[config.mk]
export PLATFORM = sky130hd
export DESIGN_NAME = sme_cell
export DESIGN_NICKNAME = d
export VERILOG_FILES = /design/src/rtl/core/sme_pkg.sv /design/src/rtl/core/sme_cell.sv
export SDC_FILE = /design/constraint.sdc
export NUM_CORES = 1
export LEC_CHECK = 0
export BUFFER_PORTS_ARGS = -buffer_cell sky130_fd_sc_hd__clkbuf_2
export CORE_UTILIZATION = 44
export DETAILED_ROUTE_END_ITERATION = 8
export PLACE_DENSITY = 0.85
export SLEW_MARGIN = 10
export SYNTH_ARGS = -nofsm -noshare
export SYNTH_HDL_FRONTEND = slang
export SYNTH_SLANG_ARGS = --single-unit
[constraint.sdc]
create_clock -name clk -period 1.6 [get_ports clk]
set_input_delay 0.16 -clock clk [delete_from_list [all_inputs] [get_ports clk]]
set_output_delay 0.16 -clock clk [all_outputs]
set_load 0.03 [all_outputs]
[src/rtl/core/sme_pkg.sv]
// Shared types and constants for the stack machine executor.
// No dependencies; used by every module under rtl/core.
`timescale 1ns / 1ps

package sme_pkg;

	localparam int WORD_W          = 32;
	localparam int DATA_W          = 30;
	localparam int KIND_W          = 2;
	localparam int DIV_CNT_W       = 5;
	localparam int STACK_DEPTH_DEF = 1024;

	// primitive codes carried in the data bits of a primitive item
	localparam logic [DATA_W-1:0] PRIM_HALT = DATA_W'(0);
	localparam logic [DATA_W-1:0] PRIM_ADD  = DATA_W'(1);
	localparam logic [DATA_W-1:0] PRIM_SUB  = DATA_W'(2);
	localparam logic [DATA_W-1:0] PRIM_MUL  = DATA_W'(3);
	localparam logic [DATA_W-1:0] PRIM_DIV  = DATA_W'(4);

	typedef logic [WORD_W-1:0] word_t;

	// movement of the whole ring of stack cells, all cells at once
	typedef struct packed {
		logic mv_up;   // push: each cell takes its upper neighbour
		logic mv_dn;   // pop: each cell takes its lower neighbour
	} ring_ctl_t;

endpackage

[src/rtl/core/sme_cell.sv]
// One stack cell: holds a single stack entry and passes it along the ring.
// Depends on sme_pkg.
`timescale 1ns / 1ps

module sme_cell (
	input  logic               clk,
	input  logic               arst_n,
	input  sme_pkg::ring_ctl_t ctl,
	input  logic               ld,
	input  sme_pkg::word_t     ld_val,
	input  sme_pkg::word_t     up_in,
	input  sme_pkg::word_t     dn_in,
	output sme_pkg::word_t     val
);

	sme_pkg::word_t val_q;

	always_ff @(posedge clk or negedge arst_n) begin
		if (!arst_n) begin
			val_q <= '0;
		end else if (ld) begin
			val_q <= ld_val;
		end else if (ctl.mv_up) begin
			val_q <= up_in;
		end else if (ctl.mv_dn) begin
			val_q <= dn_in;
		end
	end

	assign val = val_q;

endmodule

==> impl_results.md <==
* Status: finished clean
* Buf/Inv on CP at 2
* Clock transition at path regs at 0.07 ns
* Setup-failing EPs final at 0
* Skew-Pair Late Insertion Delay at 0.27 ns
* Largest register FFs at 32
* Core area at approximately 4000 um^2
* CTS root buffer: clkbuf_8
* Max Slew Vio Count at 0
* CTS tree: built
* Routed WL per cell at 13.2 um
* Final Hold Viols at 0
* GRT Total Usage at 20.9%
* Die W at 67.3 um
* Top delay family on crit path: buffers and inverters
* Resize count post-CTS at 0
* Via count at around 1900
* Static Leak at 0.00139 uW
* DRT antenna net count at 0
* Synthesized area per cell at 10.4 um^2
* MaxCap Viol Count at 0
* Port bufs at 132
* Setup CP Type: in -> async
* Initial antenna violation count at 0
* Hold Startpoint: ld_val[11]
* ANT cells at 0
* Drt first pass iters at 4
* DIE AREA at 4530 um^2
* Initial Utilization at about 46%
* Power, Total at ~2200 uW
* Fillers at roughly 380
* TNS Setup at 0 ns
* Nets at 408
* Register area at ~800 um^2
* Period utilisation layout at 63.9%
* Post-synthesis async set-or-reset flop share at 100%
* R2r setup slk at 0.83 ns
* IO Pins at 133
* Number of cell rows at 23
* Synth cell count leaders: 32 x and3b_1, 32 x dfrtp_1, 32 x o21ai_1
* Worst-path cell chain: dlygate4sd3_1, clkbuf_2
* Final core occ at 63.2%
* DRT iter0 DRCs at 74
* Number of flops mapped to enable cells by yosys at 0
* Critical path's slowest cell: clkbuf_2
* CP max stage delay at between 0.6 and 0.7 ns
* Post-synth top area share at 42.7%
* DPL Wire Length at ~3600 um
* Share of the yosys chip area belonging to registers at 42.7%
* Area occupied by multi-input gates at roughly 900 um^2
* Post-synthesis cell type count at 13
* Reg2Reg Launch Point: val[31]
* Top cell type by total area after synthesis: dfrtp_1
* Worst EP arrival at between 1 and 1.5 ns
* Die span in y at 67.3 um
* Worst Hold Depth at 3
* Reg2Reg Capture Point: val[31]
* Worst slew pin tran at 0.797 ns
* Number of global-route vias before repair at ~1700
* Bufs on Longest Clock Path at 2
* Max Clk Rate at 0.979 GHz
* Grt ovf at 0
* #FFs+latches synth at 32
* Final worst setup slack at 0.578 ns
* Largest net degree at the start of global routing at between 60 and 70
* Routed wire length at around 4700 um
* DRC at 0
* Largest cells by area after synthesis: dfrtp_1 43%, and3b_1 15%, a22oi_1 12%
* Hold Crit Class: in -> reg
* Clk_skew at 0 ns
* Hold EP: val[11]
* Depth of the CTS H-tree at 2
* Vias per inst at 5.20
* Slew HR at 46.9%
* First-pass GRT wire length at 7200 um
* Gpl congestion at between 0.7 and 0.8
* Worst-path fanout max at 32
* Syn Inst Count at 181
* Post-Synthesis Cell Area at about 1900 um^2
* Post-synth top flop: dfrtp_1
* Number of buffers created by CTS at 5
* Worst-case reg-to-reg path depth at 2
* Setup crit end kind: asynchronous set/reset pin
* Worst vdd ir at 0.000492 V
* Yosys Warn Count at 0
* Clk sinks at 32
* Pwr dens at 842 nW/um^2
* Hold slack at 0.136 ns
* RSZ-0062 raised after global routing: false
* Critical path required time at 1.91 ns
* Dpl ws at between 0.4 and 0.5 ns
* Share of cells above drive strength 1 at 49.0%
* Minimum clock period at 1.02 ns
* Startpoint Class: primary input
* Post-Syn Nets at 282
* Area growth from synthesis to layout at 36.6%
## routing by layer
layer,share of wire (%),vias to the layer above,global-route usage (%)
met3,6.1,11,4.39
met2,52,72,37.6
li1,-,947,-
met4,2.2,0,9.84
met1,39,832,23.2
met5,0,-,0
## logic make-up (layout without fill, tap and decap cells)
family	count (synthesis)	count (layout)	synth area share, %
and+or+nand+nor	33	33	15.8
AOI/OAI and AO/OA	96	96	31.2
DFF	32	32	42.7
buffers and inverters	20	147	10.3
## cell usage in the layout (no fill, tap or decap), types with 2 or more instances in the layout
master,netlist,layout
buf_4,2,5
and3b_1,32,32
clkbuf_2,0,132
clkbuf_8,0,6
o21ai_1,32,32
a22oi_1,31,31
clkbuf_1,1,2
dfrtp_1,32,32
a21oi_2,5,5
a21oi_1,27,27
## metrics by stage
step / area, um^2 / std cells
2_1_floorplan: 1880 / 181
5_1_grt: 2560 / 358
4_1_cts: 2560 / 358
3_5_place_dp: 2460 / 349
3_3_place_gp: 2460 / 349
6_report: 2560 / 358
## repair_timing
item / CTS / global route
hold buffers: 1 / 0
setup buffers: 0 / 0
endpoints found under the hold margin: 32 / 0
## layout make-up
type                    instances  area share [%]
flip-flops and latches         32            31.2
multi-input cells             129            34.4
clock buffers                   8            3.52
well taps                      50            2.44
repair buffers                139            28.4
## power by group
part / internal (uW) / switching, uW
logic: 244 / 359
clock network: 351 / 275
registers: 887 / 41.8
## worst max-delay path by stage
stage                     cells past startpoint       to    from
after global placement                        5  val[10]  ctl[1]
after CTS                                     2  val[29]  arst_n
after detailed placement                      5   val[2]  ctl[0]
final                                         2  val[15]  arst_n
after global routing                          2  val[30]  arst_n
after floorplan                               5  val[18]      ld
Note: power is estimated with default switching activity, not from simulation.
