==> src/rtl/core/sme_pkg.sv <==
// Shared types and constants for the stack machine executor.
// No dependencies; used by every module under rtl/core.
`timescale 1ns / 1ps

package sme_pkg;

	localparam int WORD_W          = 32;
	localparam int DATA_W          = 30;
	localparam int KIND_W          = 2;
	localparam int DIV_CNT_W       = 5;
	localparam int STACK_DEPTH_DEF = 1024;

	// primitive codes carried in the data bits of a primitive item
	localparam logic [DATA_W-1:0] PRIM_HALT = DATA_W'(0);
	localparam logic [DATA_W-1:0] PRIM_ADD  = DATA_W'(1);
	localparam logic [DATA_W-1:0] PRIM_SUB  = DATA_W'(2);
	localparam logic [DATA_W-1:0] PRIM_MUL  = DATA_W'(3);
	localparam logic [DATA_W-1:0] PRIM_DIV  = DATA_W'(4);

	typedef logic [WORD_W-1:0] word_t;

	// movement of the whole ring of stack cells, all cells at once
	typedef struct packed {
		logic mv_up;   // push: each cell takes its upper neighbour
		logic mv_dn;   // pop: each cell takes its lower neighbour
	} ring_ctl_t;

endpackage

==> src/rtl/core/sme_div.sv <==
// Unsigned restoring divider, one quotient bit per cycle.
// Depends on sme_pkg.
`timescale 1ns / 1ps

module sme_div (
	input  logic           clk,
	input  logic           arst_n,
	input  logic           start,
	input  sme_pkg::word_t dividend,
	input  sme_pkg::word_t divisor,
	output logic           busy,
	output logic           done,
	output sme_pkg::word_t quotient
);

	sme_pkg::word_t                    rem_q;
	sme_pkg::word_t                    quo_q;
	sme_pkg::word_t                    dvs_q;
	logic [sme_pkg::DIV_CNT_W-1:0]     cnt_q;
	logic                              busy_q;
	logic                              done_q;
	logic [sme_pkg::WORD_W:0]          trial;

	assign trial = {rem_q, quo_q[sme_pkg::WORD_W-1]} - {1'b0, dvs_q};

	always_ff @(posedge clk or negedge arst_n) begin
		if (!arst_n) begin
			busy_q <= 1'b0;
			done_q <= 1'b0;
			cnt_q  <= '0;
		end else begin
			done_q <= 1'b0;
			if (start) begin
				busy_q <= 1'b1;
				cnt_q  <= '0;
			end else if (busy_q) begin
				cnt_q <= cnt_q + 1'b1;
				if (cnt_q == '1) begin
					busy_q <= 1'b0;
					done_q <= 1'b1;
				end
			end
		end
	end

	always_ff @(posedge clk) begin
		if (start) begin
			rem_q <= '0;
			quo_q <= dividend;
			dvs_q <= divisor;
		end else if (busy_q) begin
			if (!trial[sme_pkg::WORD_W]) begin
				rem_q <= trial[sme_pkg::WORD_W-1:0];
				quo_q <= {quo_q[sme_pkg::WORD_W-2:0], 1'b1};
			end else begin
				rem_q <= {rem_q[sme_pkg::WORD_W-2:0], quo_q[sme_pkg::WORD_W-1]};
				quo_q <= {quo_q[sme_pkg::WORD_W-2:0], 1'b0};
			end
		end
	end

	assign busy     = busy_q;
	assign done     = done_q;
	assign quotient = quo_q;

endmodule

==> config.mk <==
export PLATFORM = sky130hd
export DESIGN_NAME = sme_div
export DESIGN_NICKNAME = d
export VERILOG_FILES = /design/src/rtl/core/sme_pkg.sv /design/src/rtl/core/sme_div.sv
export SDC_FILE = /design/constraint.sdc
export NUM_CORES = 1
export LEC_CHECK = 0
export BUFFER_PORTS_ARGS = -buffer_cell sky130_fd_sc_hd__buf_2
export CORE_ASPECT_RATIO = 0.9
export CORE_MARGIN = 2
export CORE_UTILIZATION = 31
export DETAILED_ROUTE_END_ITERATION = 8
export GPL_ROUTABILITY_DRIVEN = 0
export SLEW_MARGIN = 20
export SYNTH_ARGS = -nofsm -noshare
export SYNTH_HDL_FRONTEND = slang
export SYNTH_SLANG_ARGS = --single-unit
==> constraint.sdc <==
create_clock -name clk -period 4.6 [get_ports clk]
set_input_delay 0.23 -clock clk [delete_from_list [all_inputs] [get_ports clk]]
set_output_delay 0.23 -clock clk [all_outputs]
set_load 0.005 [all_outputs]
==> results.toml, run 1 <==
[route]
wire_per_inst_um = 14.2
vias_per_cell = 4.80
routed-via-count = 4411
drc = 0
first_pass_iters = 4
ant_nets = 0
wirelength_um = 13100
drt_iter0_markers = 249

[pwr]
leakagePower_nw = 3.01
seqPwrFrac_pct = 50.1
total_power_w = 0.00213
internal-power_w = 0.00160
switchingPower_w = 0.000533
clockPowerShare_pct = 38.2
powerDensity_mw_per_mm2 = 307
power_frac_comb_pct = 11.8
sw_frac_of_total_pct = 25.0
peakVddDrop_uv = 237

[placement]
port_buffers = 100
place_hpwl_um = 9420
place_area_sq_mm = 0.00662

[layout]
nets = 771
areaGrowthSynthToFinish_pct = 17.9
final_common_cell = "buf_2"
final_cell_area_sq_mm = 0.00694
antenna_cells = 0
final_cell_mix = "99 x buf_2, 78 x nand2_1, 64 x edfxtp_1"
fillCellCount = 1849
drive_above_1_share_pct = 24.5

[cts]
cts_made_buffers = 9
clk_pin_slew_ns = 0.08
cts_tree = "built"
clockRootBuffer = "clkbuf_16"
clock_latency_ns = 0.36
htree_levels = 3
cts_buffer_depth = 2
clkSinkCount = 103
ctsResizeCount = 0

[yosys]
yosysWarnings = 0
ys_ff_latch = 103
synth_ff_type = "edfxtp_1"
synthMuxAreaShare_pct = 6.44
synth_area_sq_mm = 0.00589
synth_top_family_by_area = "compound AO/OA/AOI/OAI gates"
synth-adder-area-share_pct = 7.57
synthesis.nets = 679
synth-edff-count = 64
syn_area_per_cell_sq_um = 10.2
synthDistinctLibCells = 62
synth_simple_gate_area_share_pct = 14.3
synth_seq_area_share_pct = 46.5
synthXorXnorAreaFrac_pct = 5.36
async_reset_ff_share_pct = 6.80
syn_inst = 577
synth-compound-area-share_pct = 15.3

[floorplan]
die_h_um = 135
start_util_pct = 31.8
num_rows = 47
die_w_um = 149
ios = 101
coreArea_sq_mm = 0.0185
die_area_sq_mm = 0.0201

[min_path]
hold_class = "input port to flip-flop"
hold_depth = 1
hold_end = "dvs_q[3]"
worstHoldStart = "divisor[3]"

[grt]
grt_max_degree = 66
grt_pass1_wl_um = 22000
antenna_found_initial = 0
grt_usage_pct = 13.8
gr-total-overflow = 0
grt_pass1_vias = 4299

[sta]
finalCritPeriodShare_pct = 71.0
finalHoldViolCount = 0
slew_headroom_pct = 44.2
skew_ns = 0.00959
max_freq_ghz = 0.306
fin_crit_ns = 3.27
setup_viol = 0
rsz0062_at_grt = "false"
worst_pin_slew_ns = 0.836
maxSlewViolCount = 0
tns_ns = 0

[flow_run]
cap_violations = 0

[setup_path]
worst_r2r_path_depth = 12
cp.required_ns = 4.86
startpoint_type = "flip-flop"
reg2reg_from = "quotient[31]"
reg2reg_to = "rem_q[19]"
crit_arrival_ns = 3.53
critPathKind = "flip-flop to flip-flop"
cp_max_fo = 28
setup.worst_path.end_class = "flip-flop"
r2r_slack_ns = 1.33

[outcome]
outcome = "finished clean"
[timing repair]
action | 4_1_cts | 5_1_grt
setup buffers | 0 | 0
hold endpoints to repair | 7 | 0
hold buffers | 1 | 0
[metal layers]
metal / part of all wire (%) / global-route usage, %
met2: 45 / 21.0
met5: 0 / 0
met4: 1.3 / 5.13
met1: 50 / 19.9
met3: 3.6 / 2.03
[state kept, by name, indices dropped and copies added (netlist names)]
signal / count
busy: 1
cnt_q: 5
done: 1
dvs_q: 32
quotient: 32
rem_q: 32
[metrics by stage]
stage | instances | setup WS (ns) | utilization, % | hold WS, ns
4_1_cts | 919 | 1.32 | 37.5 | 0.0240
3_5_place_dp | 902 | 1.37 | 35.7 | 0.0696
6_report | 919 | 1.33 | 37.5 | 0.0349
5_1_grt | 919 | 0.976 | 37.5 | 0.0260
3_3_place_gp | 902 | 1.40 | 35.7 | 0.0702
2_1_floorplan | 577 | 1.93 | - | -0.0656
[power by group through the flow]
stage / Combinational, W / Sequential, W / Clock [W]
after floorplan: 0.000154 / 0.00109 / 0
after global placement: 0.000250 / 0.00109 / 0
after detailed placement: 0.000251 / 0.00109 / 0
after CTS: 0.000253 / 0.00107 / 0.000834
after global routing: 0.000282 / 0.00107 / 0.000875
final: 0.000251 / 0.00107 / 0.000814
[Yosys cell counts, drive strengths merged (2+ instances only)]
library cell	count	area share, %
a311oi	24	3.6
or3	2	0.21
mux2i	3	0.51
clkbuf	15	0.96
dfxtp	32	11
o211ai	4	0.60
edfxtp	64	33
nor2	49	3.4
nor3	5	0.62
o221ai	2	0.30
inv	38	2.4
a31oi	5	0.53
a21oi	30	2.6
o31ai	2	0.26
a21o	10	1.3
a32oi	3	0.45
and3	8	0.85
o21a	3	0.38
o21bai	4	0.51
a21boi	4	0.51
nand2	80	5.2
o22ai	2	0.21
and2	4	0.43
or2	2	0.21
nand3	8	0.68
nand2b	8	0.85
xnor2	18	2.8
dfrtp	7	3.0
mux2	31	5.9
o2111ai	2	0.30
ha	34	7.2
buf	10	1.1
o41ai	2	0.43
a211oi	3	0.38
nand4	7	1.0
o21ai	21	1.8
nor2b	5	0.53
xor2	15	2.6
[how the worst max path moves through the flow]
stage                     cells after the start   endpoint          from
after floorplan                              13  rem_q[24]  quotient[31]
after global placement                       12  rem_q[22]  quotient[31]
after detailed placement                     12   rem_q[2]  quotient[31]
after CTS                                    12  rem_q[20]  quotient[31]
after global routing                         12  rem_q[19]  quotient[31]
final                                        12  rem_q[19]  quotient[31]
[critical path: stages (launching register included)]
cell and delay, ns:
edfxtp_1 0.38, inv_1 0.05, ha_1 0.21, fa_1 0.38
nand2b_1 0.20, a21oi_1 0.27, o211ai_1 0.16, nand2_2 0.13
nor3_4 0.07, nor2_8 0.20, xor2_4 0.68, nand2_1 0.13
a311oi_1 0.30
[cells by family after synthesis]
group                      count (synthesis)
AOI/OAI and AO/OA                        129
xor gates and xnor gates                  33
adders and majority gates                 35
buffers and inverters                     63
DFF                                      103
muxes                                     34
and+or+nand+nor                          180
[final cells by class]
type	instances	area, sq um	share of cell area, %
repair buffers	106	551	7.94
clock buffers	9	225	3.25
flip-flops and latches	103	2740	39.5
well taps	245	307	4.42
inverters	38	143	2.06
clock inverters	7	87.6	1.26
multi-input cells	411	2890	41.6
Power figures use the tool's default switching activity.
==> inputs of run 2 (changes only) <==
--- a/config.mk
+++ b/config.mk
@@ -5,6 +5,7 @@
 export SDC_FILE = /design/constraint.sdc
 export NUM_CORES = 1
 export LEC_CHECK = 0
+export ABC_AREA = 1
 export BUFFER_PORTS_ARGS = -buffer_cell sky130_fd_sc_hd__buf_2
 export CORE_ASPECT_RATIO = 0.9
 export CORE_MARGIN = 2
==> constraint.sdc (replaced) <==
create_clock -name clk -period 3.2 [get_ports clk]
set_input_delay 0.16 -clock clk [delete_from_list [all_inputs] [get_ports clk]]
set_output_delay 0.16 -clock clk [all_outputs]
set_load 0.005 [all_outputs]
==> run 2 against run 1 <==
  * Area after synthesis up 16%
  * Final area up 20%
  * Highest routed layer unchanged
  * Total power up 48%
  * Count of clock-buffer cells in the layout unchanged
==> results.toml, run 2 <==
[outcome]
outcome = "finished clean"

[setup_path]
crit_arrival_ns = 2.90
setup.worst_path.end_class = "flip-flop"
r2r_slack_ns = 0.41
critPathKind = "flip-flop to flip-flop"
worst_r2r_path_depth = 16
cp_max_fo = 21
startpoint_type = "flip-flop"
reg2reg_to = "quotient[0]"
cp.required_ns = 3.30
reg2reg_from = "quotient[31]"

[sta]
worst_pin_slew_ns = 0.975
maxSlewViolCount = 0
skew_ns = 0.0101
setup_viol = 0
tns_ns = 0
max_freq_ghz = 0.358
slew_headroom_pct = 34.9
finalHoldViolCount = 0
rsz0062_at_grt = "false"
finalCritPeriodShare_pct = 87.3
fin_crit_ns = 2.79

[grt]
grt_max_degree = 52
grt_pass1_vias = 5842
antenna_found_initial = 0
grt_pass1_wl_um = 29600
grt_usage_pct = 16.2
gr-total-overflow = 0

[yosys]
synthesis.nets = 1127
syn_inst = 1025
yosysWarnings = 0
syn_area_per_cell_sq_um = 6.66
post-synth-top-count-cell = "nand2_1"
async_reset_ff_share_pct = 6.80
synthDistinctLibCells = 33
netlist_top_cells_area = "edfxtp_1 28%, nand2_1 26%, inv_1 12%"
synth-edff-count = 64
synth_area_leader_cell = "edfxtp_1"
synth_top_area_share_pct = 28.2
synth_area_sq_mm = 0.00683
synth_ff_type = "edfxtp_1"
ys_ff_latch = 103
synth.top_cells.by_count = "467 x nand2_1, 211 x inv_1, 64 x edfxtp_1"
synth_seq_area_share_pct = 40.1

[cts]
clk_pin_slew_ns = 0.09
clock_latency_ns = 0.37
htree_levels = 3
cts_tree = "built"
cts_buffer_depth = 2
postCtsSetupRepairBufs = 0
cts_made_buffers = 9
clockRootBuffer = "clkbuf_16"
clkSinkCount = 103

[min_path]
hold_depth = 3
hold_end = "quotient[18]"
hold_class = "input port to flip-flop"
worstHoldStart = "dividend[18]"

[placement]
place_hpwl_um = 13200
port_buffers = 100

[layout]
final_common_cell = "nand2_1"
areaGrowthSynthToFinish_pct = 21.5
fillCellCount = 2291
seq_area_sq_mm = 0.00274
final_cell_mix = "467 x nand2_1, 211 x inv_1, 100 x buf_2"
antenna_cells = 0
multiInputGateArea_sq_mm = 0.00321
drive_above_1_share_pct = 11.4
nets = 1257
fin_util_pct = 38.3

[route]
drt_iter0_markers = 381
first_pass_iters = 4
routed-via-count = 6299
wirelength_um = 17900
ant_nets = 0
vias_per_cell = 4.34
wire_per_inst_um = 12.3
drc = 0

[pwr]
peakVddDrop_uv = 213
powerDensity_mw_per_mm2 = 381
leakagePower_nw = 4.58

[floorplan]
num_rows = 51
die_w_um = 160
start_util_pct = 31.6
coreArea_sq_mm = 0.0216
ios = 101
die_h_um = 145
die_area_sq_mm = 0.0232

[flow_run]
cap_violations = 0
## run 2: cell type report
| cell class | instances | area share [%] |
|---|---|---|
| clock inverters | 7 | 1.04 |
| repair buffers | 137 | 10.5 |
| multi-input cells | 692 | 38.7 |
| flip-flops and latches | 103 | 33.0 |
| well taps | 291 | 4.39 |
| clock buffers | 9 | 2.72 |
| inverters | 212 | 9.60 |
## run 2: report_power, final
| part | total, W | internal (W) | switching [W] |
|---|---|---|---|
| clock | 0.00116 | 0.000560 | 0.000600 |
| combinational | 0.000464 | 0.000191 | 0.000273 |
| sequential | 0.00154 | 0.00150 | 0.0000387 |
| total | 0.00316 | 0.00225 | 0.000911 |
## run 2: kinds of logic (layout without fill, tap and decap cells)
| family | Yosys count | after routing | share of synthesized area, % |
|---|---|---|---|
| compound gates | 33 | 33 | 2.60 |
| xor+xnor | 15 | 15 | 1.92 |
| flops | 103 | 103 | 40.1 |
| buf+inv | 230 | 365 | 13.0 |
| simple gates | 609 | 609 | 35.8 |
| fa+ha+maj | 35 | 35 | 6.52 |
## run 2: routing by layer
layer	vias to the layer above	part of all wire, %	track usage [%]
li1	3350	-	-
met1	2785	53	23.7
met2	143	41	24.1
met3	21	4.7	2.96
met4	0	1.7	4.98
met5	-	0	0
## run 2: how the worst max path moves through the flow
stage                      start           to  depth (start not counted)
floorplan           quotient[31]  quotient[0]                         16
global placement    quotient[31]  quotient[0]                         16
detailed placement  quotient[31]  quotient[0]                         16
CTS                 quotient[31]  quotient[0]                         16
global route        quotient[31]  quotient[0]                         16
finish              quotient[31]  quotient[0]                         16
## run 2: stage by stage
| stage | instance area (sq um) | hold WS (ns) | std cells | setup slack [ns] | power, W |
|---|---|---|---|---|---|
| 2_1_floorplan | 6830 | -0.136 | 1025 | 0.910 | 0.00183 |
| 3_3_place_gp | 7650 | 0.00561 | 1402 | 0.515 | 0.00200 |
| 3_5_place_dp | 7650 | 0.00529 | 1402 | 0.438 | 0.00200 |
| 4_1_cts | 8290 | 0.0356 | 1451 | 0.412 | 0.00322 |
| 5_1_grt | 8290 | 0.0497 | 1451 | 0.173 | 0.00333 |
| 6_report | 8290 | 0.0469 | 1451 | 0.405 | 0.00316 |
## run 2: worst max-delay path: stages, from the launching register on
cell and delay (ns):
edfxtp_1 0.35, inv_1 0.06, ha_1 0.22, fa_1 0.42, inv_1 0.09, nand2_1 0.05, nand2_1 0.11, nand3_1 0.08
nand2_1 0.14, nand2_1 0.07, nand2_1 0.11, nand2_2 0.09, nand2_2 0.08, nand2_1 0.06, nand2_2 0.28, buf_12 0.22
o21ai_0 0.09
## run 2: what timing repair did
item,in CTS,in global routing
hold endpoints to repair,39,0
hold buffers,33,0
gates resized for setup,0,0
endpoints found under the setup margin,0,0
